--- src/sv/csv_pkg.sv ---
`timescale 1ns / 1ps
package csv_pkg;

  // Widths sized for grids of up to 8 divisions (9-bit corner indices) and 3-bit row and column.
  localparam int PW     = 9;   // signed cube-point component
  localparam int LW     = 15;  // squared length
  localparam int SW     = 22;  // square root result
  localparam int XW     = 2 * SW;
  localparam int SQ_SH  = 28;  // the squared length is scaled by 2^28
  localparam int RW     = 26;  // square root remainder
  localparam int QW     = 16;  // normal quotient
  localparam int NUMW   = 37;  // division numerator
  localparam int IDXW   = 9;
  localparam int NMW    = 15;  // normal magnitude after saturation
  localparam int PRW    = 31;  // radius times normal magnitude
  localparam int POSW   = 17;
  localparam int NRMW   = 16;
  localparam logic [QW-1:0] NORM_ONE = 16'd16384;

  typedef logic signed [PW-1:0] comp_t;
  typedef comp_t [2:0] vec_t;

  typedef struct packed {
    logic            face_ok;
    logic            quad_valid;
    logic [IDXW-1:0] base;
    logic [IDXW-1:0] right;
    logic [IDXW-1:0] diag;
    logic [IDXW-1:0] down;
  } meta_t;

  // Per face: corner s0, column axis u, row axis v.
  localparam logic signed [1:0] FACE_TAB [6][3][3] = '{
    '{'{-2'sd1,  2'sd1, -2'sd1}, '{ 2'sd0, -2'sd1, 2'sd0}, '{2'sd0,  2'sd0, 2'sd1}},
    '{'{ 2'sd1, -2'sd1, -2'sd1}, '{ 2'sd0,  2'sd1, 2'sd0}, '{2'sd0,  2'sd0, 2'sd1}},
    '{'{-2'sd1, -2'sd1, -2'sd1}, '{ 2'sd1,  2'sd0, 2'sd0}, '{2'sd0,  2'sd0, 2'sd1}},
    '{'{ 2'sd1,  2'sd1, -2'sd1}, '{-2'sd1,  2'sd0, 2'sd0}, '{2'sd0,  2'sd0, 2'sd1}},
    '{'{-2'sd1,  2'sd1, -2'sd1}, '{ 2'sd1,  2'sd0, 2'sd0}, '{2'sd0, -2'sd1, 2'sd0}},
    '{'{-2'sd1, -2'sd1,  2'sd1}, '{ 2'sd1,  2'sd0, 2'sd0}, '{2'sd0,  2'sd1, 2'sd0}}
  };

endpackage

--- src/sv/csv_sqrt.sv ---
`timescale 1ns / 1ps
module csv_sqrt (
  input  logic                   clk,
  input  logic                   rst_n,
  input  logic                   en,
  input  logic                   in_valid,
  input  logic [csv_pkg::LW-1:0] in_len,
  input  csv_pkg::vec_t          in_vec,
  input  csv_pkg::meta_t         in_meta,
  output logic                   out_valid,
  output logic [csv_pkg::SW-1:0] out_root,
  output csv_pkg::vec_t          out_vec,
  output csv_pkg::meta_t         out_meta
);
  localparam int SW = csv_pkg::SW;
  localparam int RW = csv_pkg::RW;
  localparam int LW = csv_pkg::LW;
  localparam int XW = csv_pkg::XW;
  localparam int STEPS = SW;

  // One result bit per stage, two radicand bits brought down each time.
  logic [STEPS-1:0] v_r;
  logic [RW-1:0]    rem_r  [STEPS];
  logic [SW-1:0]    root_r [STEPS];
  logic [LW-1:0]    len_r  [STEPS];
  csv_pkg::vec_t    vec_r  [STEPS];
  csv_pkg::meta_t   meta_r [STEPS];

  for (genvar k = 0; k < STEPS; k++) begin : g_st
    logic           v_i;
    logic [RW-1:0]  rem_i, rem_sh, trial;
    logic [SW-1:0]  root_i;
    logic [LW-1:0]  len_i;
    csv_pkg::vec_t  vec_i;
    csv_pkg::meta_t meta_i;
    logic [XW-1:0]  x;
    logic           ge;

    if (k == 0) begin : g_first
      assign v_i    = in_valid;
      assign rem_i  = '0;
      assign root_i = '0;
      assign len_i  = in_len;
      assign vec_i  = in_vec;
      assign meta_i = in_meta;
    end else begin : g_next
      assign v_i    = v_r[k-1];
      assign rem_i  = rem_r[k-1];
      assign root_i = root_r[k-1];
      assign len_i  = len_r[k-1];
      assign vec_i  = vec_r[k-1];
      assign meta_i = meta_r[k-1];
    end

    assign x      = XW'({len_i, {csv_pkg::SQ_SH{1'b0}}});
    assign rem_sh = {rem_i[RW-3:0], x[XW-1-2*k -: 2]};
    assign trial  = RW'({root_i, 2'b01});
    assign ge     = rem_sh >= trial;

    always_ff @(posedge clk) begin
      if (!rst_n) v_r[k] <= 1'b0;
      else if (en) v_r[k] <= v_i;
    end

    always_ff @(posedge clk) begin
      if (en) begin
        rem_r[k]  <= ge ? rem_sh - trial : rem_sh;
        root_r[k] <= {root_i[SW-2:0], ge};
        len_r[k]  <= len_i;
        vec_r[k]  <= vec_i;
        meta_r[k] <= meta_i;
      end
    end
  end

  assign out_valid = v_r[STEPS-1];
  assign out_root  = root_r[STEPS-1];
  assign out_vec   = vec_r[STEPS-1];
  assign out_meta  = meta_r[STEPS-1];
endmodule

--- config.mk ---
export PLATFORM = sky130hd
export DESIGN_NAME = csv_sqrt
export DESIGN_NICKNAME = d
export VERILOG_FILES = /design/src/sv/csv_pkg.sv /design/src/sv/csv_sqrt.sv
export SDC_FILE = /design/constraint.sdc
export NUM_CORES = 2
export LEC_CHECK = 0
export BUFFER_PORTS_ARGS = -buffer_cell sky130_fd_sc_hd__buf_2
export CAP_MARGIN = 20
export CORE_MARGIN = 10
export CORE_UTILIZATION = 50
export CTS_BUF_LIST = sky130_fd_sc_hd__clkbuf_16
export DETAILED_ROUTE_END_ITERATION = 8
export GPL_ROUTABILITY_DRIVEN = 0
export PLACE_DENSITY = 0.75
export SLEW_MARGIN = 40
export SYNTH_ARGS = -nofsm -noshare
export SYNTH_HDL_FRONTEND = slang
export SYNTH_SLANG_ARGS = --single-unit
--- constraint.sdc ---
create_clock -name clk -period 4.2 [get_ports clk]
set_input_delay 0 -clock clk [delete_from_list [all_inputs] [get_ports clk]]
set_output_delay 0 -clock clk [all_outputs]
set_load 0.005 [all_outputs]
== Yosys cells after proc, flatten, opt, wreduce, memory -nomap -nowiden ==
Memories as Yosys holds them, arrays and structs flattened.
Index checks and enable logic that the tools add are counted.

* Add/subtract/negate cells: 22
* Magnitude comparators: 22
* Mux-type cells: 24

{| class="wikitable"
|+ Operators with widths
! cell !! number
|-
| $mux 26 || 22
|-
| $ge 26x24->1 || 21
|-
| $sub 26x24->26 || 21
|-
| $mux 1 || 2
|-
| $sub 1x1->2 const B || 1
|-
| $ge 1x1->1 const B || 1
|}

* Register bits: 22
* RAM bits: 2816
* Output and inout port bits: 88
* Word-level logic and storage cells: 95
* Memories: 5

{| class="wikitable"
|+ Memory list
! name !! depth !! bits a word !! rd ports !! clocked after memory_dff !! wr ports !! line !! RTL
|-
| meta_r || 22 || 38 || 22 || 0 || 22 || csv_sqrt.sv:27 || <nowiki>csv_pkg::meta_t meta_r [STEPS];</nowiki>
|-
| vec_r || 22 || 27 || 22 || 0 || 22 || csv_sqrt.sv:26 || <nowiki>csv_pkg::vec_t vec_r [STEPS];</nowiki>
|-
| rem_r || 22 || 26 || 21 || 0 || 22 || csv_sqrt.sv:23 || <nowiki>logic [RW-1:0] rem_r [STEPS];</nowiki>
|-
| root_r || 22 || 22 || 22 || 0 || 22 || csv_sqrt.sv:24 || <nowiki>logic [SW-1:0] root_r [STEPS];</nowiki>
|-
| len_r || 22 || 15 || 21 || 0 || 22 || csv_sqrt.sv:25 || <nowiki>logic [LW-1:0] len_r [STEPS];</nowiki>
|}

== Logic depth before layout (Yosys ltp) ==
An unclocked memory read counts as a cell.

* Word-level depth: 3
* Mapped depth: 14
* Depth with buffers taken out: 13

== Least setup slack after synthesis ==
OpenSTA, ideal clock, no wires.

* Path type: reg-to-reg
* Start point: memory rem_r[19][1]
* End point: memory rem_r[20][12] (data pin)
* Data arrival time: 3117 ps
* Setup slack: 812 ps
* Cell stages (with the launch flop): 14
* Period minus slack after synthesis: 3388 ps
* Path through: edfxtp_1 > inv_1 > ha_1 > inv_1 > fa_1 > nand2b_1 > a21oi_1 > o21ai_0 > a31oi_1 > a221oi_1 > o2111ai_1 > clkbuf_1 > clkbuf_1 > a21oi_1

{| class="wikitable"
|+ RTL lines
! item !! line
|-
| start, declared || csv_sqrt.sv:23
|}

==> results.md <==
* Maximum level of the CTS H-tree at 4
* Register-to-Register Path Depth at 9
* Post-Route Setup TNS at 0 ps
* WHS Endpoint: meta_r[0][5]$_DFFE_PP_
* Post-layout power at 50.1 mW
* Worst hold path depth at 2
* Final hold violations at 0
* Setup violators final at 0
* Syn nets at 5317
* Number of inserted filler cells in the final layout at 12100
* Power share of the sequential group at 0.543
* Initial antenna violation count at 0
* Power density of the placed cells at 517 nW/um^2
* Largest vdd supply drop at 477 uV
* Crit-path slowest cell: or4_1
* Clock transition at the registers of the reported paths at 70 ps
* Die outline height at 430 microns
* Async SR Flop Fraction at 0
* Cell type group with the largest total delay on the critical path: simple AND/OR/NAND/NOR gates
* Clock buffer count from CTS at 212
* Post-synthesis average cell area at 16.9 sq um
* Largest clock skew in the final design at 42.9 ps
* Post-layout util at 0.580
* Primary flip-flop cell chosen by synthesis mapping: edfxtp_1
* Antenna Diode Count at 0
* Maximum buffer depth of the clock tree at 3
* Number of port buffers at 171
* Multi-input gate area in the final layout at 16500 sq um
* Switch share at 0.228
* Global-route wire length before repair at 203000 microns
* Area of the core at 167000 sq um
* Syn-to-layout area delta at 15.1%
* Mapped Cells at 4973
* Required arrival time at the worst endpoint at 4770 ps
* Total wirelength of the detailed-routed design at 125000 microns
* Worst max-slew margin expressed relative to the limit at 0.479
* Grt ovf at 0
* Number of setup buffers added after CTS at 0
* Crit path depth at 9
* Number of global-route vias before repair at 41600
* Worst min-delay path class: primary input to flop
* Portion of the post-synthesis area used by sequential elements at 0.787
* Iter 0 DRT Violations at 2872
* Crit-path cells: or4_4 -> or4_1 -> or4_4 -> nor4_4 -> buf_4 -> or3_1 -> or3_2 -> nor3_1 -> xor2_1
* Clock sink total at 2215
* Slew at the pin closest to its max-slew limit at 762 ps
* Post-detailed-route count of antenna-violating nets at 0
* Post-Synthesis Cell Area at 84200 sq um
* Endpoint arrival time on the critical path at 4240 ps
* Largest net degree at the start of global routing at 138
* Share of post-route cells with drive strength above 1 at 0.113
* MaxCap Viol Count at 0
* Top cell by count, worst path: or4_4
* Result of the run: finished clean
* Slack of the worst reg-to-reg path at 530 ps
* Width of the chip at 430 microns
* Number of core rows at 150
* Total leakage power at 35.2 nW
* GRT Total Usage at 0.133
* Area post-placement at 88400 sq um
* Yosys reg bits at 2215
* Fmax at 272 MHz
* Part of the cycle the worst path needs at 0.874
* Type of element capturing the critical path: flop
* Combinational Power Share at 0.089
* Unrepaired setup endpoints after global routing: no
* Largest fanout on the critical path at 12
* R2R Path End: rem_r[3][21]$_DFFE_PP_
* Final critical path time including I/O delays and setup at 3670 ps
* Sequential cell area at 66300 sq um
* Critical path type: flop to flop
* Detailed-route DRC error count at 0
* Number of synthesis warnings at 0
* Count of boundary I/O pins at 172
* Startpoint types: flop
* Final design instance area without fill at 97000 sq um
* Via-to-Cell Ratio at 5.12
* Total iterations of the first detailed-routing run at 7
* Clock network power share at 0.368
* Wire length per cell at 15.8 microns
* Starting density of the core at 0.504
* Cell variety after synth at 83
* Slowest Stage Delay on Critical Path at 620 ps
* Internal portion of total power at 38.7 mW
* R2R Path Start: rem_r[2][4]$_DFFE_PP_
* Detailed-placement wirelength estimate at 75800 microns
* Number of enable-type register cells in the synthesized netlist at 2193
* Worst-Skew Late Latency at 860 ps
* Net Sw Power at 11.4 mW
* Max-slew violation count at 0
* Hold path start: en
* Die outline area at 185000 sq um
* Final #Nets at 5872
* CTS tree: done
* Via count at 40500
* Number of buffer and inverter stages on the critical path at 1
* Root buffer selected by CTS: clkbuf_16
## power groups by stage
stage,logic [mW],clock network [mW],registers [mW]
2_1_floorplan,3.03,0,27.4
6_report,4.46,18.4,27.2
5_1_grt,5.00,19.9,27.4
3_5_place_dp,4.29,0,27.7
3_3_place_gp,4.07,0,27.6
4_1_cts,4.44,19.1,27.2
## cell type report
cell class | instances | share of cell area
flip-flops and latches | 2215 | 0.684
multi-input cells | 2374 | 0.170
clock buffers | 213 | 0.0550
repair buffers | 400 | 0.0338
well taps | 2204 | 0.0284
clock inverters | 188 | 0.0165
inverters | 325 | 0.0126
## metal layers
metal / vias to the layer above / wire length, microns / part of all wire / GRT usage
met1: 19500 / 47400 / 0.38 / 0.142
met3: 309 / 4750 / 0.038 / 0.0272
li1: 20000 / - / - / -
met2: 767 / 67900 / 0.54 / 0.251
met4: 0 / 4760 / 0.038 / 0.0623
met5: - / 0 / 0 / 0
## worst max-delay path by stage
| stage | startpoint | to |
|---|---|---|
| 6_report | rem_r[2][4]$_DFFE_PP_ | rem_r[3][21]$_DFFE_PP_ |
| 5_1_grt | rem_r[19][1]$_DFFE_PP_ | rem_r[20][13]$_DFFE_PP_ |
| 4_1_cts | rem_r[18][1]$_DFFE_PP_ | rem_r[19][17]$_DFFE_PP_ |
| 3_5_place_dp | rem_r[18][1]$_DFFE_PP_ | rem_r[19][13]$_DFFE_PP_ |
| 3_3_place_gp | rem_r[18][1]$_DFFE_PP_ | rem_r[19][13]$_DFFE_PP_ |
| 2_1_floorplan | rem_r[19][1]$_DFFE_PP_ | rem_r[20][12]$_DFFE_PP_ |
## cell usage in the layout (no fill, tap or decap), drive strengths merged, types with 46 or more instances in the layout
master	count
edfxtp	2193
inv	377
nor2	262
ha	247
nand2	239
buf	234
clkbuf	213
a21oi	210
o21ai	204
dlygate4sd3	166
xnor2	156
xor2	149
clkinv	111
nor3	90
a21o	82
nor2b	65
mux2	60
o21a	53
nand2b	48
nor4	46
## through the flow
stage / worst slack (ps) / cells / hold WS (ps)
final: 530 / 7919 / 122
after global routing: 279 / 7919 / 97.1
after CTS: 520 / 7919 / 17.4
after detailed placement: 568 / 7352 / 178
after global placement: 649 / 7351 / 176
after floorplan: 812 / 4973 / 98.9
## what timing repair did
action                                  CTS  global route
resized for setup                         0             0
endpoints found under the hold margin  1207             0
hold buffers                            166             0
## kinds of logic after synthesis
| kind of cell | share of synthesized area |
|---|---|
| flip-flops | 0.787 |
| AND/OR/NAND/NOR | 0.0582 |
| AO/OA/AOI/OAI | 0.0547 |
| buffers and inverters | 0.0172 |
| XOR/XNOR | 0.0317 |
| adder cells (fa/ha/maj) | 0.0398 |
| multiplexers | 0.0112 |
| other | 0.0000445 |
## cells in the mapped netlist (all sizes together) (5+ instances only)
master,count,area share
a2111oi,7,0.00073
a211o,10,0.0010
a211oi,21,0.0019
a21boi,10,0.00089
a21o,82,0.0073
a21oi,210,0.012
a22o,5,0.00052
a31oi,15,0.0011
and2,12,0.00089
and3,19,0.0014
buf,6,0.00034
clkbuf,53,0.0024
dfxtp,22,0.0052
edfxtp,2193,0.78
fa,13,0.0031
ha,247,0.037
inv,324,0.014
mux2,60,0.0080
mux2i,27,0.0032
nand2,239,0.011
nand2b,48,0.0036
nand3,40,0.0024
nand3b,13,0.0012
nand4,26,0.0019
nand4b,11,0.0011
nor2,262,0.012
nor2b,65,0.0048
nor3,90,0.0055
nor3b,8,0.00071
nor4,46,0.0037
o211ai,13,0.0012
o21a,53,0.0047
o21ai,204,0.012
o21bai,21,0.0019
o22ai,6,0.00045
o31a,5,0.00052
o31ai,34,0.0030
o41ai,5,0.00052
or2,19,0.0014
or3,39,0.0029
or4,28,0.0026
xnor2,156,0.016
xor2,149,0.015
## flip-flops by register name, summed over array words and instances, names as in the netlist
register / cells
meta_r: 836
vec_r: 594
rem_r: 467
root_r: 233
len_r: 63
g_st.v_i: 21
out_valid: 1
No activity file was read; power rests on OpenSTA's default activity.
