==> src/sv/csv_pkg.sv <==
`timescale 1ns / 1ps
package csv_pkg;

  // Widths sized for grids of up to 8 divisions (9-bit corner indices) and 3-bit row and column.
  localparam int PW     = 9;   // signed cube-point component
  localparam int LW     = 15;  // squared length
  localparam int SW     = 22;  // square root result
  localparam int XW     = 2 * SW;
  localparam int SQ_SH  = 28;  // the squared length is scaled by 2^28
  localparam int RW     = 26;  // square root remainder
  localparam int QW     = 16;  // normal quotient
  localparam int NUMW   = 37;  // division numerator
  localparam int IDXW   = 9;
  localparam int NMW    = 15;  // normal magnitude after saturation
  localparam int PRW    = 31;  // radius times normal magnitude
  localparam int POSW   = 17;
  localparam int NRMW   = 16;
  localparam logic [QW-1:0] NORM_ONE = 16'd16384;

  typedef logic signed [PW-1:0] comp_t;
  typedef comp_t [2:0] vec_t;

  typedef struct packed {
    logic            face_ok;
    logic            quad_valid;
    logic [IDXW-1:0] base;
    logic [IDXW-1:0] right;
    logic [IDXW-1:0] diag;
    logic [IDXW-1:0] down;
  } meta_t;

  // Per face: corner s0, column axis u, row axis v.
  localparam logic signed [1:0] FACE_TAB [6][3][3] = '{
    '{'{-2'sd1,  2'sd1, -2'sd1}, '{ 2'sd0, -2'sd1, 2'sd0}, '{2'sd0,  2'sd0, 2'sd1}},
    '{'{ 2'sd1, -2'sd1, -2'sd1}, '{ 2'sd0,  2'sd1, 2'sd0}, '{2'sd0,  2'sd0, 2'sd1}},
    '{'{-2'sd1, -2'sd1, -2'sd1}, '{ 2'sd1,  2'sd0, 2'sd0}, '{2'sd0,  2'sd0, 2'sd1}},
    '{'{ 2'sd1,  2'sd1, -2'sd1}, '{-2'sd1,  2'sd0, 2'sd0}, '{2'sd0,  2'sd0, 2'sd1}},
    '{'{-2'sd1,  2'sd1, -2'sd1}, '{ 2'sd1,  2'sd0, 2'sd0}, '{2'sd0, -2'sd1, 2'sd0}},
    '{'{-2'sd1, -2'sd1,  2'sd1}, '{ 2'sd1,  2'sd0, 2'sd0}, '{2'sd0,  2'sd1, 2'sd0}}
  };

endpackage

==> src/sv/csv_front.sv <==
`timescale 1ns / 1ps
module csv_front #(
  parameter int GRID_DIVISIONS = 6
) (
  input  logic                     clk,
  input  logic                     rst_n,
  input  logic                     en,
  input  logic                     in_valid,
  input  logic [2:0]               face,
  input  logic [2:0]               row,
  input  logic [2:0]               col,
  output logic                     out_valid,
  output logic [csv_pkg::LW-1:0]   out_len,
  output csv_pkg::vec_t            out_vec,
  output csv_pkg::meta_t           out_meta
);
  localparam int PW = csv_pkg::PW;
  localparam int W1 = GRID_DIVISIONS + 1;
  localparam int WW = W1 * W1;
  localparam logic signed [PW-1:0] NS = PW'(GRID_DIVISIONS);

  function automatic logic signed [PW-1:0] scl(input logic signed [1:0] k,
                                                input logic signed [PW-1:0] m);
    logic signed [PW-1:0] res;
    res = '0;
    if (k == 2'sd1) res = m;
    else if (k == -2'sd1) res = -m;
    return res;
  endfunction

  logic                   face_ok;
  logic [2:0]             fidx;
  logic signed [PW-1:0]   colx2, rowx2;
  csv_pkg::vec_t          p_nxt;
  csv_pkg::meta_t         meta_nxt;
  logic [15:0]            base_full;
  logic [15:0]            right_full, diag_full, down_full;
  logic                   quad;

  assign face_ok = face <= 3'd5;
  assign fidx    = face_ok ? face : 3'd0;
  assign colx2   = $signed({{(PW-4){1'b0}}, col, 1'b0});
  assign rowx2   = $signed({{(PW-4){1'b0}}, row, 1'b0});

  always_comb begin
    for (int c = 0; c < 3; c++) begin
      p_nxt[c] = scl(csv_pkg::FACE_TAB[fidx][0][c], NS)
               + scl(csv_pkg::FACE_TAB[fidx][1][c], colx2)
               + scl(csv_pkg::FACE_TAB[fidx][2][c], rowx2);
    end
  end

  assign base_full  = 16'(face) * 16'(WW) + 16'(row) * 16'(W1) + 16'(col);
  assign right_full = base_full + 16'd1;
  assign diag_full  = base_full + 16'(W1 + 1);
  assign down_full  = base_full + 16'(W1);
  assign quad = face_ok && (7'(row) < 7'(GRID_DIVISIONS)) && (7'(col) < 7'(GRID_DIVISIONS));

  always_comb begin
    meta_nxt.face_ok    = face_ok;
    meta_nxt.quad_valid = quad;
    meta_nxt.base       = quad ? base_full[8:0]  : '0;
    meta_nxt.right      = quad ? right_full[8:0] : '0;
    meta_nxt.diag       = quad ? diag_full[8:0]  : '0;
    meta_nxt.down       = quad ? down_full[8:0]  : '0;
  end

  logic                 v1_r, v2_r;
  csv_pkg::vec_t        p1_r, p2_r;
  csv_pkg::meta_t       m1_r, m2_r;
  logic [csv_pkg::LW-1:0] len_r;
  logic signed [2*PW-1:0] sq0, sq1, sq2;

  assign sq0 = p1_r[0] * p1_r[0];
  assign sq1 = p1_r[1] * p1_r[1];
  assign sq2 = p1_r[2] * p1_r[2];

  always_ff @(posedge clk) begin
    if (!rst_n) begin
      v1_r <= 1'b0;
      v2_r <= 1'b0;
    end else if (en) begin
      v1_r <= in_valid;
      v2_r <= v1_r;
    end
  end

  always_ff @(posedge clk) begin
    if (en) begin
      p1_r  <= p_nxt;
      m1_r  <= meta_nxt;
      p2_r  <= p1_r;
      m2_r  <= m1_r;
      len_r <= csv_pkg::LW'($unsigned(sq0)) + csv_pkg::LW'($unsigned(sq1))
             + csv_pkg::LW'($unsigned(sq2));
    end
  end

  assign out_valid = v2_r;
  assign out_len   = len_r;
  assign out_vec   = p2_r;
  assign out_meta  = m2_r;
endmodule

==> config.mk <==
export PLATFORM = sky130hd
export DESIGN_NAME = csv_front
export DESIGN_NICKNAME = d
export VERILOG_FILES = /design/src/sv/csv_pkg.sv /design/src/sv/csv_front.sv
export SDC_FILE = /design/constraint.sdc
export NUM_CORES = 1
export LEC_CHECK = 0
export BUFFER_PORTS_ARGS = -buffer_cell sky130_fd_sc_hd__buf_2
export CORE_MARGIN = 4
export CORE_UTILIZATION = 62
export CTS_CLUSTER_SIZE = 28
export DETAILED_ROUTE_END_ITERATION = 16
export GPL_ROUTABILITY_DRIVEN = 0
export PLACE_DENSITY_LB_ADDON = 0.2
export SYNTH_ARGS = -nofsm -noshare
export SYNTH_HDL_FRONTEND = slang
export SYNTH_SLANG_ARGS = --single-unit
==> constraint.sdc <==
create_clock -name clk -period 8.2 [get_ports clk]
set_input_delay 0 -clock clk [delete_from_list [all_inputs] [get_ports clk]]
set_output_delay 0 -clock clk [all_outputs]
set_load 0.02 [all_outputs]
Word level (Yosys, flattened, before mapping)
Memories as Yosys holds them, arrays and structs flattened.
Index checks and enable logic that the tools add are counted.
Word-level totals
  memories kept: 1
  output and inout bits: 81
  bits in read-only memories: 144
  word-level logic and storage cells: 88
  bits in registers: 147
Cells by class
  equality and inequality tests: 18
  bitwise operators: 1
  muxes and demuxes: 21
  $lt $le $gt $ge: 4
  multiply operators: 5
  add/subtract/negate cells: 15
  reductions and logical operators: 2
Memory list
  (name not given): depth 8, width 18, read ports 1, clocked after Yosys merged registers in 0, wr ports 0, RTL line csv_front.sv:49  | + scl(csv_pkg::FACE_TAB[fidx][2][c], rowx2);
Operators by type and width (count)
  $mux W9: 18
  $add A9 B9 Y9: 6
  $mul A9 B9 Y15: 3
  $mux W18: 2
  $add A15 B15 Y15: 2
  $eq A2 B1 Y1 const B: 9
  $eq A2 B2 Y1 const B: 9
  $neg A4 Y9: 2
  $add A9 B1 Y9 const B: 1
  $add A9 B3 Y9: 1
  $add A9 B3 Y9 const B: 1
  $add A9 B4 Y9 const B: 1
  $add A9 B6 Y9: 1
  $mul A3 B6 Y9 const B: 1
  $lt A3 B3 Y1 const B: 2
  $mul A3 B3 Y6 const B: 1
  $ge A4 B4 Y1 const B: 1
  $not A3 Y4: 1
  $le A3 B3 Y1 const B: 1
  $mux W3: 1
  $logic_and A1 B1 Y1: 2

Longest topological paths before layout
  word-level depth: 11
  depth in mapped cells: 25
  depth with buffers taken out: 24

Worst setup path after synthesis
No wires, ideal clock.
  path kind: register -> register
  from: register p1_r[17] (netlist bit)
  to: register len_r, in the netlist out_len[13] (data pin)
  data arrival time: 5681 ps
  setup time: 265 ps
  path slack: 2254 ps
  clock period less this slack: 5946 ps
  stages on the path, launching flop included: 21
  data required time: 7935 ps
  buffers on the path: 1
  cells stage by stage: edfxtp_1 buf_6 inv_1 nor2_1 fa_1 xnor2_1 xor2_1 fa_1 fa_1 fa_1 fa_1 fa_1 inv_1 fa_1 inv_1 ha_1 inv_1 o21bai_1 a21oi_1 o21ai_0 xor2_1
On the way
  word-level cells in the longest chain between the ends: 3
Ends and longest elaborated chain
  from (decl): RTL line csv_front.sv:69  | csv_pkg::vec_t p1_r, p2_r;
  from (signal assigned): RTL line csv_front.sv:90  | p1_r <= p_nxt;
  $mul A9 B9 Y15: RTL line csv_front.sv:75  | assign sq1 = p1_r[1] * p1_r[1];
  $add A15 B15 Y15: RTL line csv_front.sv:94  | len_r <= csv_pkg::LW'($unsigned(sq0)) + csv_pkg::LW'($unsigned(sq1))
  $add A15 B15 Y15: RTL line csv_front.sv:95  | + csv_pkg::LW'($unsigned(sq2));
  to (signal assigned): RTL line csv_front.sv:94
  to (decl): RTL line csv_front.sv:71  | logic [csv_pkg::LW-1:0] len_r;
Every way passes these cells.
A chain may end at the register's enable or synchronous reset.

Worst setup path in the final report
  from: register p1_r[8] (netlist bit)
  to: register len_r, in the netlist out_len[14] (data pin)
On the way
  word-level cells in the longest chain between the ends: 3
Ends and longest elaborated chain
  $mul A9 B9 Y15: RTL line csv_front.sv:74  | assign sq0 = p1_r[0] * p1_r[0];
  $add A15 B15 Y15: RTL line csv_front.sv:94
  $add A15 B15 Y15: RTL line csv_front.sv:95
Every way passes these cells.

==> metrics.txt <==
status finished clean; number of port buffers 88; Post-Synth XOR/XNOR Area 0.0612; Area contributors post-synth edfxtp_1 (32%), fa_1 (25%), ha_1 (14%); final setup fails 0; EDFF count, synth 129; global route overflow 0; Final ANT Viol Nets 0; Post-Syn Instances between 1000 and 1500; Hold Path End p1_r[24]; Initial DRT Pass Iterations 5; compound-gate portion of the synthesized area 0.0358; Core ar. 19000 sq um; Root Buffer clkbuf_16; post-synth top area share 0.321; CP max stage delay between 500 and 600 ps; Routed WL per cell between 15 and 20 um; mean post-synth cell area 11.3 sq um; initial antenna violation count 0; Max Cap Viol 0; CP Cell Sequence inv_1 > nor2_1 > inv_1 > fa_1 > xnor2_1 > xnor2_1 > fa_1 > fa_1 > inv_1 > fa_1 > fa_1 > fa_1 > inv_1 > fa_1 > inv_1 > ha_1 > inv_1 > nor2_1 > nand3_1 > a31oi_1 > xnor2_1; Critical Path RT 8370 ps; FF-to-FF Start p1_r[8]; Synth warnings 0; RSZ-0062 raised after global routing no; mux contribution to synthesized area 0.00528; Max Clk Rate approximately 150 MHz; Reg2Reg Setup Slack 1730 ps; via count 7333; post-route DRC violation count 0; synth unique cells around 50; vias in the first global route 7830; area grow syn2layout 10.5%; worst r2r path cells 21; Clock Skew between 10 and 15 ps; std cell rows 50; Vias/cell 5.14; CTS tree done; Startpoint Class flip-flop; Crit. End Element flip-flop; Multi-input gate area 7090 sq um; DP Wirelength 17.9 mm; Antenna Cells 0; CP Max Fanout 10; share of layout cells above drive strength 1 0.122; WS Path Type flip-flop to flip-flop; actual slew at the worst max-slew pin between 1000 and 1500 ps; hold_sp row[0]; pin count of the biggest net entering global routing 69; htree depth 4; reg2reg end out_len[14]; worst rel slew slack 0.306; largest family of logic cells by synthesized area adder cells; first-pass GRT wire length 39.0 mm; Storage cell area approximately 4000 sq um; most frequent cell after synthesis inv_1; Initial Util 0.637; critical path's slowest cell edfxtp_1; most frequent CP cell fa_1; final hold violations 0; GRT Overall Usage 0.228; Ports 94; class of the worst hold path primary input to flip-flop; clock slew at reported path FFs 70 ps; final worst-path cycle share 0.789; setup TNS 0 ps; worst hold stages 2; # nets final roughly 1500; Max Root-Sink Buffers 2; Die W 148 um; clock sink total 131; DRT iter0 DRCs between 300 and 400; Fillers 1395; Post-Syn Area 12100 sq um; Post-Synth Adder-Cell Area 0.395; Seq cells post-synth 131; register area share after synthesis 0.324; simple logic cell fraction of the synthesized area 0.0878; Synth area leader edfxtp_1; total CTS buffers 17; Slew Limit Fails 0; Die Area 21800 sq um; Die H 148 um; worst skew pair latency 430 ps; synth cell count leaders inv_1 (248), fa_1 (153), ha_1 (137), edfxtp_1 (129), nand2_1 (66); Synth Flop Type edfxtp_1; Min Clock Period, post-route 6470 ps; CP arrival 6640 ps; share of flip-flops with an asynchronous set or reset 0; Routed WL approximately 23 mm
per-stage QoR:
| stage | util | worst slack (ps) | hold WS [ps] | cells | area (sq um) |
|---|---|---|---|---|---|
| final | 0.704 | 1730 | 13.7 | 1428 | 13400 |
| after CTS | 0.704 | 1730 | 4.20 | 1428 | 13400 |
| after global placement | 0.671 | 1920 | 224 | 1393 | 12700 |
| after detailed placement | 0.671 | 1760 | 227 | 1393 | 12700 |
| after global routing | 0.704 | 1360 | 14.4 | 1428 | 13400 |
| after floorplan | - | 2250 | 112 | 1070 | 12100 |
final cells by class:
| cell class | instances | share of cell area |
|---|---|---|
| flip-flops and latches | 131 | 0.293 |
| clock buffers | 17 | 0.0319 |
| inverters | 248 | 0.0697 |
| multi-input cells | 665 | 0.531 |
| well taps | 260 | 0.0244 |
| clock inverters | 15 | 0.0133 |
| repair buffers | 92 | 0.0363 |
timing repair:
| action | in CTS | in global routing |
|---|---|---|
| buffers inserted | 0 | 0 |
| hold endpoints to repair | 3 | 0 |
| resized for setup | 0 | 0 |
| hold buffers | 3 | 0 |
worst max-delay path by stage:
stage | from | depth (start not counted) | slack, ps | end
global route | p1_r[17] | 19 | 1360 | out_len[14]
finish | p1_r[8] | 21 | 1730 | out_len[14]
floorplan | p1_r[17] | 20 | 2250 | out_len[13]
global placement | p1_r[17] | 19 | 1920 | out_len[14]
CTS | p1_r[17] | 19 | 1730 | out_len[14]
detailed placement | p1_r[17] | 19 | 1760 | out_len[13]
per-layer routing:
metal	global-route usage	share of wire	up-vias
met5	0	0	-
met4	0.0629	0.017	0
met3	0.0389	0.054	30
met2	0.386	0.50	192
met1	0.308	0.43	3600
li1	-	-	3511
critical path, delay by kind of cell (launching register included):
kind                     cells  cell delay (ps)
flip-flops                   1              560
buffers and inverters        6              530
AO/OA/AOI/OAI                1              270
AND/OR/NAND/NOR              3              450
XOR/XNOR                     3              540
adder cells (fa/ha/maj)      8             3860
sequential cells by signal, summed over array words and instances, names as in the netlist:
signal,count
m1_r,34
out_meta,34
out_vec,24
p1_r,24
out_len,13
out_valid,1
v1_r,1
cells in the final DEF, fill, tap and decap left out, types with 2 or more instances in the layout:
cell type      instances
dlygate4sd3_1          3
nand2_1               66
nand3b_1               3
mux2_2                 3
mux2i_1                3
clkinv_8               3
a31oi_1                3
and3_1                 5
and2_2                 2
ha_1                 137
or2_2                  4
clkbuf_16             17
dfxtp_1                2
conb_1                 5
nand2b_1               2
a211o_1                3
nor2_1                54
inv_1                248
nor3b_1                2
o21ai_0               18
inv_6                  3
buf_2                 87
xor2_1                15
nor2b_1                8
xnor2_2                3
nand3_1               10
inv_8                  7
edfxtp_1             129
a21o_1                 7
o21a_1                 2
a21oi_1               22
a31o_2                 2
nor3_1                 5
xnor2_1               62
nand4_1                4
fa_1                 153
and2_1                46
kinds of logic after synthesis:
family	after synthesis
buffers and inverters	274
AO/OA/AOI/OAI	67
flip-flops	131
AND/OR/NAND/NOR	216
other	1
multiplexers	6
adder cells (fa/ha/maj)	290
XOR/XNOR	81
Power is left out: the tool's default activity adds up to more than one toggle a clock period on the data nets, which glitch-free logic cannot reach.
