==> config.mk <==
export PLATFORM = sky130hd
export DESIGN_NAME = csv_scale_flat
export DESIGN_NICKNAME = d
export VERILOG_FILES = /design/src/sv/csv_pkg.sv /design/src/sv/csv_out_if.sv /design/src/sv/csv_scale.sv /design/src/flat_wrapper.sv
export SDC_FILE = /design/constraint.sdc
export NUM_CORES = 2
export LEC_CHECK = 0
export ABC_CLOCK_PERIOD_IN_PS = 7500
export BUFFER_PORTS_ARGS = -buffer_cell sky130_fd_sc_hd__buf_2
export CAP_MARGIN = 30
export CELL_PAD_IN_SITES_DETAIL_PLACEMENT = 0
export CELL_PAD_IN_SITES_GLOBAL_PLACEMENT = 1
export CORE_MARGIN = 2
export CORE_UTILIZATION = 30
export CTS_CLUSTER_DIAMETER = 200
export DETAILED_ROUTE_END_ITERATION = 12
export PLACE_DENSITY_LB_ADDON = 0.1
export REMOVE_ABC_BUFFERS = 1
export SYNTH_ARGS = -nofsm -noshare
export SYNTH_HDL_FRONTEND = slang
export SYNTH_SLANG_ARGS = --single-unit
==> constraint.sdc <==
create_clock -name clk -period 7.5 [get_ports clk]
set_input_delay 0.75 -clock clk [delete_from_list [all_inputs] [get_ports clk]]
set_output_delay 0.75 -clock clk [all_outputs]
set_load 0.005 [all_outputs]
==> src/sv/csv_pkg.sv <==
`timescale 1ns / 1ps
package csv_pkg;

  // Widths sized for grids of up to 8 divisions (9-bit corner indices) and 3-bit row and column.
  localparam int PW     = 9;   // signed cube-point component
  localparam int LW     = 15;  // squared length
  localparam int SW     = 22;  // square root result
  localparam int XW     = 2 * SW;
  localparam int SQ_SH  = 28;  // the squared length is scaled by 2^28
  localparam int RW     = 26;  // square root remainder
  localparam int QW     = 16;  // normal quotient
  localparam int NUMW   = 37;  // division numerator
  localparam int IDXW   = 9;
  localparam int NMW    = 15;  // normal magnitude after saturation
  localparam int PRW    = 31;  // radius times normal magnitude
  localparam int POSW   = 17;
  localparam int NRMW   = 16;
  localparam logic [QW-1:0] NORM_ONE = 16'd16384;

  typedef logic signed [PW-1:0] comp_t;
  typedef comp_t [2:0] vec_t;

  typedef struct packed {
    logic            face_ok;
    logic            quad_valid;
    logic [IDXW-1:0] base;
    logic [IDXW-1:0] right;
    logic [IDXW-1:0] diag;
    logic [IDXW-1:0] down;
  } meta_t;

  // Per face: corner s0, column axis u, row axis v.
  localparam logic signed [1:0] FACE_TAB [6][3][3] = '{
    '{'{-2'sd1,  2'sd1, -2'sd1}, '{ 2'sd0, -2'sd1, 2'sd0}, '{2'sd0,  2'sd0, 2'sd1}},
    '{'{ 2'sd1, -2'sd1, -2'sd1}, '{ 2'sd0,  2'sd1, 2'sd0}, '{2'sd0,  2'sd0, 2'sd1}},
    '{'{-2'sd1, -2'sd1, -2'sd1}, '{ 2'sd1,  2'sd0, 2'sd0}, '{2'sd0,  2'sd0, 2'sd1}},
    '{'{ 2'sd1,  2'sd1, -2'sd1}, '{-2'sd1,  2'sd0, 2'sd0}, '{2'sd0,  2'sd0, 2'sd1}},
    '{'{-2'sd1,  2'sd1, -2'sd1}, '{ 2'sd1,  2'sd0, 2'sd0}, '{2'sd0, -2'sd1, 2'sd0}},
    '{'{-2'sd1, -2'sd1,  2'sd1}, '{ 2'sd1,  2'sd0, 2'sd0}, '{2'sd0,  2'sd1, 2'sd0}}
  };

endpackage

==> src/sv/csv_out_if.sv <==
`timescale 1ns / 1ps
interface csv_out_if;
  logic              valid;
  logic              ready;
  logic signed [16:0] pos_x;
  logic signed [16:0] pos_y;
  logic signed [16:0] pos_z;
  logic signed [15:0] norm_x;
  logic signed [15:0] norm_y;
  logic signed [15:0] norm_z;
  logic              quad_valid;
  logic [8:0]        corner_base;
  logic [8:0]        corner_right;
  logic [8:0]        corner_diag;
  logic [8:0]        corner_down;

  modport source (output valid, pos_x, pos_y, pos_z, norm_x, norm_y, norm_z, quad_valid,
                  corner_base, corner_right, corner_diag, corner_down, input ready);
  modport sink (input valid, pos_x, pos_y, pos_z, norm_x, norm_y, norm_z, quad_valid,
                corner_base, corner_right, corner_diag, corner_down, output ready);
endinterface

==> src/sv/csv_scale.sv <==
`timescale 1ns / 1ps
module csv_scale (
  input  logic                   clk,
  input  logic                   rst_n,
  input  logic                   en,
  input  logic [15:0]            radius,
  input  logic                   in_valid,
  input  logic [csv_pkg::QW-1:0] in_q [3],
  input  logic [2:0]             in_neg,
  input  logic                   in_zero,
  input  csv_pkg::meta_t         in_meta,
  csv_out_if.source              out_ch
);
  localparam int NMW  = csv_pkg::NMW;
  localparam int PRW  = csv_pkg::PRW;
  localparam int POSW = csv_pkg::POSW;
  localparam int NRMW = csv_pkg::NRMW;

  logic                  va_r, vb_r, vc_r;
  logic [NMW-1:0]        nmag_r [3];
  logic [2:0]            nega_r, negb_r;
  csv_pkg::meta_t        ma_r, mb_r, mc_r;
  logic [PRW-1:0]        prod_r [3];
  logic signed [NRMW-1:0] nrmb_r [3], nrmc_r [3];
  logic signed [POSW-1:0] pos_r [3];

  logic [NMW-1:0]  nmag_nxt [3];
  logic [PRW:0]    rsum [3];
  logic [POSW-1:0] pmag [3];

  always_comb begin
    for (int c = 0; c < 3; c++) begin
      if (in_zero || !in_meta.face_ok) nmag_nxt[c] = '0;
      else if (in_q[c] > csv_pkg::NORM_ONE) nmag_nxt[c] = NMW'(csv_pkg::NORM_ONE);
      else nmag_nxt[c] = in_q[c][NMW-1:0];
      rsum[c] = (PRW + 1)'(prod_r[c]) + (PRW + 1)'(14'h2000);
      pmag[c] = rsum[c][14 +: POSW];
    end
  end

  always_ff @(posedge clk) begin
    if (!rst_n) begin
      va_r <= 1'b0;
      vb_r <= 1'b0;
      vc_r <= 1'b0;
    end else if (en) begin
      va_r <= in_valid;
      vb_r <= va_r;
      vc_r <= vb_r;
    end
  end

  always_ff @(posedge clk) begin
    if (en) begin
      for (int c = 0; c < 3; c++) begin
        nmag_r[c] <= nmag_nxt[c];
        prod_r[c] <= PRW'(radius) * PRW'(nmag_r[c]);
        nrmb_r[c] <= nega_r[c] ? -$signed(NRMW'(nmag_r[c])) : $signed(NRMW'(nmag_r[c]));
        nrmc_r[c] <= nrmb_r[c];
        pos_r[c]  <= negb_r[c] ? -$signed(pmag[c]) : $signed(pmag[c]);
      end
      nega_r <= in_neg;
      negb_r <= nega_r;
      ma_r   <= in_meta;
      mb_r   <= ma_r;
      mc_r   <= mb_r;
    end
  end

  assign out_ch.valid        = vc_r;
  assign out_ch.pos_x        = pos_r[0];
  assign out_ch.pos_y        = pos_r[1];
  assign out_ch.pos_z        = pos_r[2];
  assign out_ch.norm_x       = nrmc_r[0];
  assign out_ch.norm_y       = nrmc_r[1];
  assign out_ch.norm_z       = nrmc_r[2];
  assign out_ch.quad_valid   = mc_r.quad_valid;
  assign out_ch.corner_base  = mc_r.base;
  assign out_ch.corner_right = mc_r.right;
  assign out_ch.corner_diag  = mc_r.diag;
  assign out_ch.corner_down  = mc_r.down;
endmodule

==> src/flat_wrapper.sv <==
// flat-port wrapper written by rule: the top's interface ports become plain ports
module csv_scale_flat 
  (clk, rst_n, en, radius, in_valid, in_q, in_neg, in_zero, in_meta, out_ch_valid, out_ch_pos_x, out_ch_pos_y, out_ch_pos_z, out_ch_norm_x, out_ch_norm_y, out_ch_norm_z, out_ch_quad_valid, out_ch_corner_base, out_ch_corner_right, out_ch_corner_diag, out_ch_corner_down, out_ch_ready);
  csv_out_if out_ch_i ();
  input  logic clk;
  input  logic rst_n;
  input  logic en;
  input  logic [15:0] radius;
  input  logic in_valid;
  input  logic [csv_pkg::QW-1:0] in_q[3];
  input  logic [2:0] in_neg;
  input  logic in_zero;
  input  csv_pkg::meta_t in_meta;
  output wire logic [$bits(out_ch_i.valid)-1:0] out_ch_valid;
  output wire logic [$bits(out_ch_i.pos_x)-1:0] out_ch_pos_x;
  output wire logic [$bits(out_ch_i.pos_y)-1:0] out_ch_pos_y;
  output wire logic [$bits(out_ch_i.pos_z)-1:0] out_ch_pos_z;
  output wire logic [$bits(out_ch_i.norm_x)-1:0] out_ch_norm_x;
  output wire logic [$bits(out_ch_i.norm_y)-1:0] out_ch_norm_y;
  output wire logic [$bits(out_ch_i.norm_z)-1:0] out_ch_norm_z;
  output wire logic [$bits(out_ch_i.quad_valid)-1:0] out_ch_quad_valid;
  output wire logic [$bits(out_ch_i.corner_base)-1:0] out_ch_corner_base;
  output wire logic [$bits(out_ch_i.corner_right)-1:0] out_ch_corner_right;
  output wire logic [$bits(out_ch_i.corner_diag)-1:0] out_ch_corner_diag;
  output wire logic [$bits(out_ch_i.corner_down)-1:0] out_ch_corner_down;
  input wire logic [$bits(out_ch_i.ready)-1:0] out_ch_ready;
  assign out_ch_valid = out_ch_i.valid;
  assign out_ch_pos_x = out_ch_i.pos_x;
  assign out_ch_pos_y = out_ch_i.pos_y;
  assign out_ch_pos_z = out_ch_i.pos_z;
  assign out_ch_norm_x = out_ch_i.norm_x;
  assign out_ch_norm_y = out_ch_i.norm_y;
  assign out_ch_norm_z = out_ch_i.norm_z;
  assign out_ch_quad_valid = out_ch_i.quad_valid;
  assign out_ch_corner_base = out_ch_i.corner_base;
  assign out_ch_corner_right = out_ch_i.corner_right;
  assign out_ch_corner_diag = out_ch_i.corner_diag;
  assign out_ch_corner_down = out_ch_i.corner_down;
  assign out_ch_i.ready = out_ch_ready;
  csv_scale u_core (.clk(clk), .rst_n(rst_n), .en(en), .radius(radius), .in_valid(in_valid), .in_q(in_q), .in_neg(in_neg), .in_zero(in_zero), .in_meta(in_meta), .out_ch(out_ch_i));
endmodule
# == After elaboration in Yosys (flattened, before gate mapping) ==
# Memory sizes are Yosys's and may differ from the RTL's.
# Cells that the tools add are included.
# word_totals
regBits,120
ramBits,285
input_bits,111
out_inout_bits,137
wordCells,56
n_memories,5
# op_classes
addsub,9
mul,3
n_lt_le_gt_ge,3
mux,14
reduce_logical,2
# memory_table
memory,words,width,rd,rd_clocked_by_memory_dff,write_ports,line_no,source
u_core.prod_r,3,31,3,0,3,csv_scale.sv:23,logic [PRW-1:0] prod_r [3];
u_core.pos_r,3,17,3,0,3,csv_scale.sv:25,logic signed [POSW-1:0] pos_r [3];
u_core.nrmb_r,3,16,3,0,3,csv_scale.sv:24,"logic signed [NRMW-1:0] nrmb_r [3], nrmc_r [3];"
u_core.nrmc_r,3,16,3,0,3,csv_scale.sv:24,
u_core.nmag_r,3,15,3,0,3,csv_scale.sv:20,logic [NMW-1:0] nmag_r [3];
# ops
cell,n
31-bit by 14-bit adder with 31-bit output (second input constant),3
16-bit by 15-bit multiplier with 31-bit output,3
15-bit two-way mux,6
17-bit two-way mux,3
17-bit negator,3
16-bit by 15-bit > comparator with 1-bit output (second input constant),3
16-bit two-way mux,3
15-bit negator with 16-bit output,3
1-bit two-way mux,2
1-bit zero test,1
1-bit logical OR,1

# == Depth between registers and ports, before layout ==
# logic_depth
depth_word,3
ltp_mapped,25
mapped_depth_nobuf,23

# == Worst setup path after synthesis ==
# OpenSTA, ideal clock, no wires.
# synth_path
path_kind,input -> register
start,input port radius[7]
end,"memory u_core.prod_r[1][28], in the netlist u_core.prod_r[0][59], data pin"
setup_time_ps,262
arrival_time_ps,6397
required_time_ps,7238
slack_ps,840
cell_stages,22
path_cell_list,clkbuf_1 > clkbuf_1 > nand2_1 > fa_1 > fa_1 > fa_1 > inv_1 > fa_1 > fa_1 > inv_1 > fa_1 > inv_1 > ha_1 > and3_1 > a41o_1 > a21oi_1 > a21bo_2 > o21ai_2 > a31oi_1 > a31oi_1 > mux2i_1 > nand3_1
# synth_lines
item,line_no,source
start: declaration,flat_wrapper.sv:8,input logic [15:0] radius;
end: declaration,csv_scale.sv:23,

==> impl_results.md <==
- Outcome: complete, no violations
- CP Launch Type: flop
- Power Dens Cells: 448 mW/mm2
- EDFF count, synth: 363
- Initial antenna violation count: 8
- Hold_buf cts: 0
- Synth unique cells: 81
- Row cnt: 130
- Netlist Area Pre-Place: 0.0379 mm2
- Most common cell in the netlist: inv_1
- Slowest cell on crit path: edfxtp_1
- Post-placement cell area: 0.0416 mm2
- Post-route cell area: 0.0430 mm2
- Die width: 359 um
- DR DRC count: 0
- Post-Synth XOR/XNOR Area: 4.46%
- Placer Congestion: 0.767
- Slew Viols, Final: 0
- Tmin final: 6.86 ns
- RSZ-0062 raised after global routing: false
- Slowest stage delay, CP: 0.74 ns
- CP dominant cell by count: fa_1
- Compound-Gate Fraction of Synth Area: 4.83%
- Crit Path Category: flop to flop
- Average vias per placed instance: 4.47
- Die Height: 359 um
- Wire per inst: 17.8 um
- Final period util: 91.4%
- Multiplexer share of the synthesized area: 0.429%
- Via count: 24700
- Antenna-violating nets left: 0
- Largest net degree at the start of global routing: 152
- I/O pin count: 248
- Clock Skews: 0.0144 ns
- DRT Pass-1 Iters: 5
- Synth area leader: edfxtp_1
- DR iter-0 viols: 1313
- Vias in the first global route: 27100
- Power Total: 19.3 mW
- Clock Path Buffers: 3
- Max Clock Freq: 146 MHz
- Crit end category: flop
- Sequential share of the synthesized area: 28.9%
- Syn avg cell area: 10.5 um2
- Hold slack final: 0.321 ns
- Grt total ovfl: 0
- Fraction of layout cells with a size suffix above 1: 12.3%
- Synthesized instance count: 3601
- Slew Limit Headroom: 37.2%
- Leak Pwr: 19.5 nW
- HP Class: input pin to flop
- Synth Register Bits: 366
- Critical path, cell by cell: and2_1 -> fa_1 -> inv_1 -> fa_1 -> inv_1 -> fa_1 -> fa_1 -> fa_1 -> inv_1 -> fa_1 -> inv_1 -> ha_1 -> a311oi_1 -> buf_4 -> a2111o_1 -> a41oi_1 -> buf_4 -> nor2_1 -> o21ai_0 -> a2111o_1 -> a31oi_1 -> xnor2_1
- # fillers: 12900
- Port Buf Inserts: 246
- Post-CTS resize count: 0
- Gr usage total: 15.7%
- Post-Synth Adder-Cell Area: 37.8%
- Hpwl dp: 76300 um
- H-tree depth: 2
- CTS buffer count: 45
- Initial Util: 30.2%
- Most used DFF post-synth: edfxtp_1
- Synth top area cells: edfxtp_1 29%, fa_1 28%, ha_1 9.4%
- Clk_lat worst skew: 0.60 ns
- Peak VDD IR: 0.000350 V
- Most frequent cells after synthesis: 631 x inv_1, 537 x fa_1, 477 x and2_1, 374 x nand2_1, 363 x edfxtp_1
- CTS clk-pin slew, worst paths: 0.06 ns
- Root buf cell: clkbuf_16
- Placeable core area: 0.125 mm2
- # setup viols final: 0
- Final Hold Viols: 0
- Ys Warns: 0
- Global-route wire length before repair: 159000 um
- DIE AREA: 0.129 mm2
- Simple-gate share of the synthesized area: 15.3%
- Worst EP required: 7.85 ns
- # Post-CTS Setup Buffers: 0
- Clock sinks: 366
- CP arrival: 7.21 ns
- Routed wire length: 98500 um
- Largest family of logic cells by synthesized area: adder cells
- TritonCTS clock tree: built
- Area Growth Syn to Fin: 13.6%
- Max Cap Violations: 0
- Worst-path fanout max: 14
- Nets: 4765
- Post-synth ARST share: 0%
- Worst-Margin Slew: 0.942 ns
- Top-area cell type share of the netlist area: 28.8%
- TNS Setup: 0 ns
## critical path, delay by kind of cell (launching register included)
family,cells,cell delay (ns)
adder cells (fa/ha/maj),7,3.30
AO/OA/AOI/OAI,6,1.41
flip-flops,1,0.74
buffers and inverters,6,0.56
AND/OR/NAND/NOR,2,0.52
XOR/XNOR,1,0.08
## final timing paths
kind / slack (ns) / startpoint / cells after the start / to
setup / recovery: 0.64 / u_core.nmag_r[0][33] / 22 / u_core.prod_r[0][92]
hold / removal: 0.32 / in_meta[4] / 1 / u_core.ma_r[4]
setup reg to reg: 0.64 / u_core.nmag_r[0][33] / 22 / u_core.prod_r[0][92]
hold reg to reg: 0.41 / u_core.ma_r[12] / 0 / u_core.mb_r[12]
## power by group
group,internal [mW],switching [mW]
Clock,1.25,0.904
Combinational,6.11,7.27
Sequential,3.34,0.386
## cell families after synthesis
family / Yosys count
flops: 366
compound gates: 277
buf+inv: 826
mux: 16
xor+xnor: 193
fa+ha+maj: 822
simple gates: 1101
## state kept, by name (all words and copies together) (netlist names)
name                        flops
u_core.out_ch.corner_diag       9
u_core.prod_r                  54
u_core.ma_r                    37
u_core.nega_r                   3
u_core.out_ch.corner_base       9
u_core.out_ch.quad_valid        1
u_core.mb_r                    37
u_core.negb_r                   3
u_core.nrmc_r                  48
u_core.nrmb_r                  48
u_core.out_ch.valid             1
u_core.nmag_r                  45
u_core.out_ch.corner_right      9
u_core.vb_r                     1
u_core.va_r                     1
u_core.out_ch.corner_down       9
u_core.pos_r                   51
## final cells by class
cell class	count	area (um2)	share of cell area [%]
Antenna cell	4	10.0	0.0233
Clock buffer	56	1210	2.81
Clock inverter	27	238	0.553
Tap cell	1650	2060	4.80
Multi-Input combinational cell	2409	23800	55.3
Sequential cell	366	11000	25.5
Timing Repair Buffer	377	2360	5.48
Inverter	633	2380	5.52
## cell usage in the layout (no fill, tap or decap), types with 47 or more instances in the layout
| master | n |
|---|---|
| a21oi_1 | 63 |
| and2_1 | 477 |
| buf_2 | 248 |
| buf_4 | 118 |
| clkbuf_16 | 47 |
| edfxtp_1 | 363 |
| fa_1 | 537 |
| ha_1 | 285 |
| inv_1 | 631 |
| nand2_1 | 374 |
| nor2_1 | 65 |
| o21ai_0 | 63 |
| xnor2_1 | 151 |
## metal layers
| layer | track usage, % | up-vias | share of wire, % |
|---|---|---|---|
| li1 | - | 11800 | - |
| met1 | 22.1 | 12500 | 48 |
| met2 | 26.2 | 316 | 47 |
| met3 | 1.99 | 64 | 3.1 |
| met4 | 2.70 | 0 | 1.4 |
| met5 | 0 | - | 0 |
## metrics by stage
step,util (%),std cells,worst slack [ns]
6_report,34.3,5522,0.643
5_1_grt,34.3,5518,0.315
4_1_cts,34.3,5518,0.597
3_5_place_dp,33.1,5435,0.186
3_3_place_gp,33.1,5430,0.156
2_1_floorplan,-,3408,1.13
Power figures use the tool's default switching activity.
